File: config.mk
export PLATFORM = sky130hd
export DESIGN_NAME = three_term_recurrence_checksum_core_flat
export DESIGN_NICKNAME = d
export VERILOG_FILES = /design/src/sv/ttrc_pkg.sv /design/src/sv/ttrc_stream_if.sv /design/src/sv/ttrc_term.sv /design/src/sv/three_term_recurrence_checksum_core.sv /design/src/flat_wrapper.sv
export SDC_FILE = /design/constraint.sdc
export NUM_CORES = 1
export LEC_CHECK = 0
export BUFFER_PORTS_ARGS = -buffer_cell sky130_fd_sc_hd__buf_2
export CORE_AREA = 4 4 187 189
export DETAILED_ROUTE_END_ITERATION = 6
export DIE_AREA = 0 0 191 193
export RECOVER_POWER = 50
export SYNTH_ARGS = -nofsm -noshare
export SYNTH_HDL_FRONTEND = slang
export SYNTH_SLANG_ARGS = --single-unit
File: constraint.sdc
create_clock -name clk -period 17.1 [get_ports clk]
set_input_delay 0 -clock clk [delete_from_list [all_inputs] [get_ports clk]]
set_output_delay 0 -clock clk [all_outputs]
set_load 0.02 [all_outputs]
File: src/sv/ttrc_pkg.sv
package ttrc_pkg;

  localparam logic [15:0] FirstAdd = 16'd7;
  localparam logic [16:0] CkMod    = 17'd65535;
  // 65535 * 256 + 1: lifts a negative difference and adds the 2^64 wrap residue
  localparam logic [24:0] WrapAdj  = 25'd16776961;

  typedef struct packed {
    logic [7:0] data_byte;
    logic       last_byte;
  } in_req_t;

  typedef struct packed {
    logic [15:0] checksum;
    logic        final_res;
  } out_req_t;

  typedef struct packed {
    logic        in_message;
    logic [7:0]  position;
    logic [15:0] term_prev;
    logic [15:0] term_cur;
  } state_t;

  localparam state_t StateReset = '{
    in_message: 1'b0,
    position:   8'd0,
    term_prev:  16'd1,
    term_cur:   16'd0
  };

endpackage

File: src/sv/ttrc_stream_if.sv
interface ttrc_stream_if #(
  parameter type payload_t = logic
);
  logic     valid;
  logic     ready;
  payload_t payload;

  modport source (output valid, output payload, input ready);
  modport sink   (input valid, input payload, output ready);
endinterface

File: src/sv/ttrc_term.sv
module ttrc_term (
  input  ttrc_pkg::state_t  state,
  input  ttrc_pkg::in_req_t req,
  output logic [15:0]       sum,
  output ttrc_pkg::state_t  state_nxt
);

  logic [7:0]  pos;
  logic [7:0]  alpha;
  logic [7:0]  beta;
  logic [8:0]  coef_a;
  logic [24:0] prod_a;
  logic [23:0] prod_b;
  logic        neg;
  logic [24:0] diff;
  logic [16:0] fold;
  logic [15:0] term_new;
  logic [15:0] first_sum;

  assign pos    = state.position;
  // 17*i and 31*i, both mod 256
  assign alpha  = pos + {pos[3:0], 4'b0000};
  assign beta   = {pos[2:0], 5'b00000} - pos;
  assign coef_a = {1'b0, req.data_byte} + {1'b0, alpha};

  assign prod_a = 25'(coef_a) * 25'(state.term_cur);
  assign prod_b = 24'(beta) * 24'(state.term_prev);

  assign neg  = prod_a < {1'b0, prod_b};
  assign diff = prod_a - {1'b0, prod_b} + (neg ? ttrc_pkg::WrapAdj : 25'd0);

  // 2^16 == 1 mod 65535
  assign fold     = {8'd0, diff[24:16]} + {1'b0, diff[15:0]};
  assign term_new = (fold >= ttrc_pkg::CkMod) ? 16'(fold - ttrc_pkg::CkMod) : fold[15:0];

  assign first_sum = {8'd0, req.data_byte} + ttrc_pkg::FirstAdd;

  always_comb begin
    if (!state.in_message) begin
      sum                  = first_sum;
      state_nxt.in_message = 1'b1;
      state_nxt.position   = 8'd1;
      state_nxt.term_prev  = 16'd1;
      state_nxt.term_cur   = first_sum;
    end else begin
      sum                  = term_new;
      state_nxt.in_message = 1'b1;
      state_nxt.position   = pos + 8'd1;
      state_nxt.term_prev  = state.term_cur;
      state_nxt.term_cur   = term_new;
    end
    if (req.last_byte) begin
      state_nxt = ttrc_pkg::StateReset;
    end
  end

endmodule

File: src/sv/three_term_recurrence_checksum_core.sv
// Channel | Dir | Request fields
// in_ch   | in  | data_byte[7:0], last_byte
// out_ch  | out | checksum[15:0], final_res
//
// One byte per cycle sustained while out_ch accepts results; an accepted byte passes through
// the input register and then the result register. The term update (two narrow multiplies,
// subtract, fold mod 65535) is combinational between them and feeds the recurrence state directly.
// rst_n is synchronous: it empties both registers and returns the state to the
// start of a message. A stalled result holds in the result register; the input
// register takes one more byte, then in_ch.ready falls until the result drains.
module three_term_recurrence_checksum_core (
  input logic          clk,
  input logic          rst_n,
  ttrc_stream_if.sink   in_ch,
  ttrc_stream_if.source out_ch
);

  logic               s1_v_r;
  ttrc_pkg::in_req_t  s1_req_r;
  logic               out_v_r;
  ttrc_pkg::out_req_t out_req_r;
  ttrc_pkg::state_t   state_r;
  ttrc_pkg::state_t   state_nxt;
  logic [15:0]        sum;
  logic               s2_free;
  logic               s1_go;

  assign s2_free     = !out_v_r || out_ch.ready;
  assign s1_go       = s1_v_r && s2_free;
  assign in_ch.ready = !s1_v_r || s2_free;

  ttrc_term u_term (
    .state     (state_r),
    .req       (s1_req_r),
    .sum       (sum),
    .state_nxt (state_nxt)
  );

  always_ff @(posedge clk) begin
    if (!rst_n) begin
      s1_v_r  <= 1'b0;
      out_v_r <= 1'b0;
      state_r <= ttrc_pkg::StateReset;
    end else begin
      if (in_ch.ready) begin
        s1_v_r <= in_ch.valid;
      end
      if (s2_free) begin
        out_v_r <= s1_v_r;
      end
      if (s1_go) begin
        state_r <= state_nxt;
      end
    end
  end

  always_ff @(posedge clk) begin
    if (in_ch.ready && in_ch.valid) begin
      s1_req_r <= in_ch.payload;
    end
    if (s1_go) begin
      out_req_r.checksum  <= sum;
      out_req_r.final_res <= s1_req_r.last_byte;
    end
  end

  assign out_ch.valid   = out_v_r;
  assign out_ch.payload = out_req_r;

  a_last_clears: assert property (@(posedge clk) disable iff (!rst_n)
    s1_go && s1_req_r.last_byte |=> !state_r.in_message && state_r.term_prev == 16'd1)
    else $error("state not cleared after last byte");

  a_term_range: assert property (@(posedge clk) disable iff (!rst_n)
    state_r.term_cur != 16'hFFFF && state_r.term_prev != 16'hFFFF)
    else $error("term out of range");

  a_s1_hold: assert property (@(posedge clk) disable iff (!rst_n)
    s1_v_r && !s2_free |=> s1_v_r && $stable(s1_req_r) && $stable(state_r))
    else $error("stalled request or state changed");

  a_first_byte: assert property (@(posedge clk) disable iff (!rst_n)
    s1_go && !state_r.in_message |=> out_req_r.checksum == {8'd0, $past(s1_req_r.data_byte)} + 16'd7)
    else $error("first byte checksum wrong");

endmodule

File: src/flat_wrapper.sv
// flat-port wrapper written by rule: the top's interface ports become plain ports
module three_term_recurrence_checksum_core_flat 
  (clk, rst_n, in_ch_valid, in_ch_payload, in_ch_ready, out_ch_valid, out_ch_payload, out_ch_ready);
  ttrc_stream_if #(.payload_t(ttrc_pkg::in_req_t)) in_ch_i ();
  ttrc_stream_if #(.payload_t(ttrc_pkg::out_req_t)) out_ch_i ();
  input logic clk;
  input logic rst_n;
  input wire logic [$bits(in_ch_i.valid)-1:0] in_ch_valid;
  input wire logic [$bits(in_ch_i.payload)-1:0] in_ch_payload;
  output wire logic [$bits(in_ch_i.ready)-1:0] in_ch_ready;
  output wire logic [$bits(out_ch_i.valid)-1:0] out_ch_valid;
  output wire logic [$bits(out_ch_i.payload)-1:0] out_ch_payload;
  input wire logic [$bits(out_ch_i.ready)-1:0] out_ch_ready;
  assign in_ch_i.valid = in_ch_valid;
  assign in_ch_i.payload = in_ch_payload;
  assign in_ch_ready = in_ch_i.ready;
  assign out_ch_valid = out_ch_i.valid;
  assign out_ch_payload = out_ch_i.payload;
  assign out_ch_i.ready = out_ch_ready;
  three_term_recurrence_checksum_core u_core (.clk(clk), .rst_n(rst_n), .in_ch(in_ch_i), .out_ch(out_ch_i));
endmodule
==> results_dict.tcl <==
set metrics [dict create \
    status "complete, but fails checks" \
    violations "max-capacitance violations, max-slew violations" \
    dp_hpwl_um 31800 \
    path_buf_inv 6 \
    drv_cap 1 \
    rsz0062_at_grt "false" \
    drc_errors 0 \
    multi_input_area_sq_um 11800 \
    async_flop_share_pct 0 \
    cts.sinks 69 \
    wl_um 38100 \
    hold_viol_final 0 \
    die_x_um 191 \
    io_pins 32 \
    fin_crit_ns 15.25 \
    start_util_pct 44.3 \
    grt_max_degree 47 \
    syn_to_final_growth_pct 6.21 \
    clkLatencyLatePin_ns 0.34 \
    yosys_warnings 0 \
    die_y_um 193 \
    cts_resized 0 \
    gr-total-overflow 0 \
    r2r_slack_ns 1.85 \
    post_cts_buffers 0 \
    row_count 67 \
    synth_edf_count 26 \
    maxSlewViolCount 47 \
    clockRootBuffer "clkbuf_16" \
    cpLargestDelayFamily "adder cells" \
    hold_depth 2 \
    regArea_sq_um 1640 \
    viasPerCell 5.37 \
    fmax_mhz 65.6 \
    cts_max_level 3 \
    critical-path-max-stage-delay_ns 0.92 \
    clkTransAtPathRegs_ns 0.06 \
    tns_ns 0 \
    cts_max_path_buffers 2 \
    num_antenna_cells 0 \
    arrival_ns 15.48 \
    met3_length_um 1350 \
    wl_per_cell_um 17.5 \
    maxUsedRoutingLayer "met4" \
    yosysSeqAreaShare_pct 11.1 \
    whs_endpoint "u_core.state_r[16]" \
    ant_nets 0 \
    syn_nets 2111 \
    route.met2.wl_um 17900 \
    rr_endpoint "u_core.state_r[8]" \
    coreArea_sq_um 33300 \
    timing.final.crit_share_pct 89.2 \
    required_ns 17.33 \
    syn-cell-area_sq_um 14800 \
    grt_usage_pct 21.1 \
    antenna_found_initial 0 \
    drive_above_1_share_pct 3.77 \
    syn_avg_cell_area_sq_um 8.53 \
    ys.flop_type "dfxtp_1" \
    synth_cell_types 78 \
    io_buffers 31 \
    finish.net_count 2103 \
    finalSetupViolCount 0 \
    grt_pass1_vias 11901 \
    ys_seq_elements 69 \
    reg2regPathDepth 58 \
    crit_path_top_delay_cell "dfxtp_1" \
    drt-initial-drc-count 589 \
    syn_inst 1729 \
    worst_pin_slew_ns 1.84 \
    first_pass_iters 7 \
    via_count 11672 \
    relSlewSlack_pct -22.7 \
    numCtsBuffers 9 \
    crit_type "flop to flop" \
    cp-start-kind "flop" \
    place_congestion 0.905 \
    worstPathMaxFanout 25 \
    m1WireLength_um 18000 \
    hold_buffers 11 \
    clock_skew_ns 0.00584 \
    die_area_sq_um 36900 \
    rr_startpoint "u_core.state_r[32]" \
    min_path_type "primary input to flop" \
    min-delay-start "rst_n" \
    grt_pass1_wl_um 62400 \
    cts_tree "built" \
    fillCellCount 3321 \
    worstSetupEndpointType "flop" \
]
[area by class of cell]
type | instances | share of cell area (%)
Timing Repair Buffer | 56 | 2.19
Inverter | 275 | 6.59
Clock inverter | 6 | 0.455
Clock buffer | 10 | 1.52
Tap cell | 448 | 3.58
Multi-Input combinational cell | 1310 | 75.2
Sequential cell | 69 | 10.5
[how the worst max path moves through the flow]
stage,endpoint,startpoint,cells past startpoint
3_5_place_dp,u_core.state_r[8],u_core.state_r[32],57
5_1_grt,u_core.out_ch.payload[5],u_core.state_r[32],58
2_1_floorplan,u_core.state_r[8],u_core.s1_req_r[1],61
4_1_cts,u_core.state_r[8],u_core.state_r[32],58
3_3_place_gp,u_core.out_ch.payload[5],u_core.state_r[32],57
6_report,u_core.state_r[8],u_core.state_r[32],58
[registers in the layout (all words and copies together) (netlist names)]
name / flops
u_core.s1_v_r: 1
u_core.state_r: 41
u_core.out_ch.payload: 17
u_core.out_ch.valid: 1
u_core.s1_req_r: 9
[cells in the mapped netlist (32+ instances only)]
master / instances / share of area [%]
and2_1: 141 / 6.0
ha_1: 175 / 15
xnor2_1: 84 / 5.0
nand2_1: 185 / 4.7
dfxtp_1: 43 / 5.8
inv_1: 275 / 7.0
a21oi_1: 64 / 2.2
o21ai_0: 37 / 1.3
nor2b_1: 38 / 1.6
nor2_1: 75 / 1.9
fa_1: 194 / 26
a21o_1: 32 / 1.6
clkbuf_1: 63 / 1.6
[per-stage QoR]
stage	cells	hold slack [ns]	utilization [%]	worst slack, ns	instance area (sq um)
2_1_floorplan	1729	0.0989	-	3.19	14800
3_3_place_gp	2147	0.177	45.9	2.45	15300
3_5_place_dp	2147	0.178	45.9	2.05	15300
4_1_cts	2174	0.206	47.2	1.96	15700
5_1_grt	2174	0.241	47.1	0.729	15700
6_report	2174	0.211	47.1	1.85	15700
[cells in the final DEF, fill, tap and decap left out, types with 5 or more instances in the layout]
cell	instances
inv_1	275
fa_1	194
nand2_1	185
ha_1	175
and2_1	140
xnor2_1	83
nor2_1	75
a21oi_1	64
dfxtp_1	43
nor2b_1	38
o21ai_0	37
a21o_1	32
nand3_1	31
edfxtp_1	26
nor3_1	25
nand2b_1	23
xor2_1	23
clkbuf_1	20
a22oi_1	16
o21bai_1	15
o21a_1	15
buf_4	13
buf_2	12
dlygate4sd3_1	11
o31ai_1	10
or3_1	9
and3_1	9
clkbuf_16	9
nand4_1	7
o41ai_1	7
o211ai_1	7
a211oi_1	6
o21ai_1	6
a31oi_1	5
or2_2	5
[per-layer routing]
metal  vias up  GRT usage, %
li1       5551             -
met1      5838          29.9
met2       228          35.3
met3        55          1.62
met4         0          5.36
met5         -             0
[kinds of logic (layout without fill, tap and decap cells)]
group	count (synthesis)	in the layout	synth area share, %
AO/OA/AOI/OAI	260	260	12.3
XOR/XNOR	108	108	6.41
adder cells (fa/ha/maj)	369	369	41.2
buffers and inverters	350	347	9.12
flip-flops	69	69	11.1
multiplexers	3	3	0.204
AND/OR/NAND/NOR	570	570	19.6
Power is not shown: default switching activity piles up to over one toggle a cycle in this logic, so the estimate is an artifact.
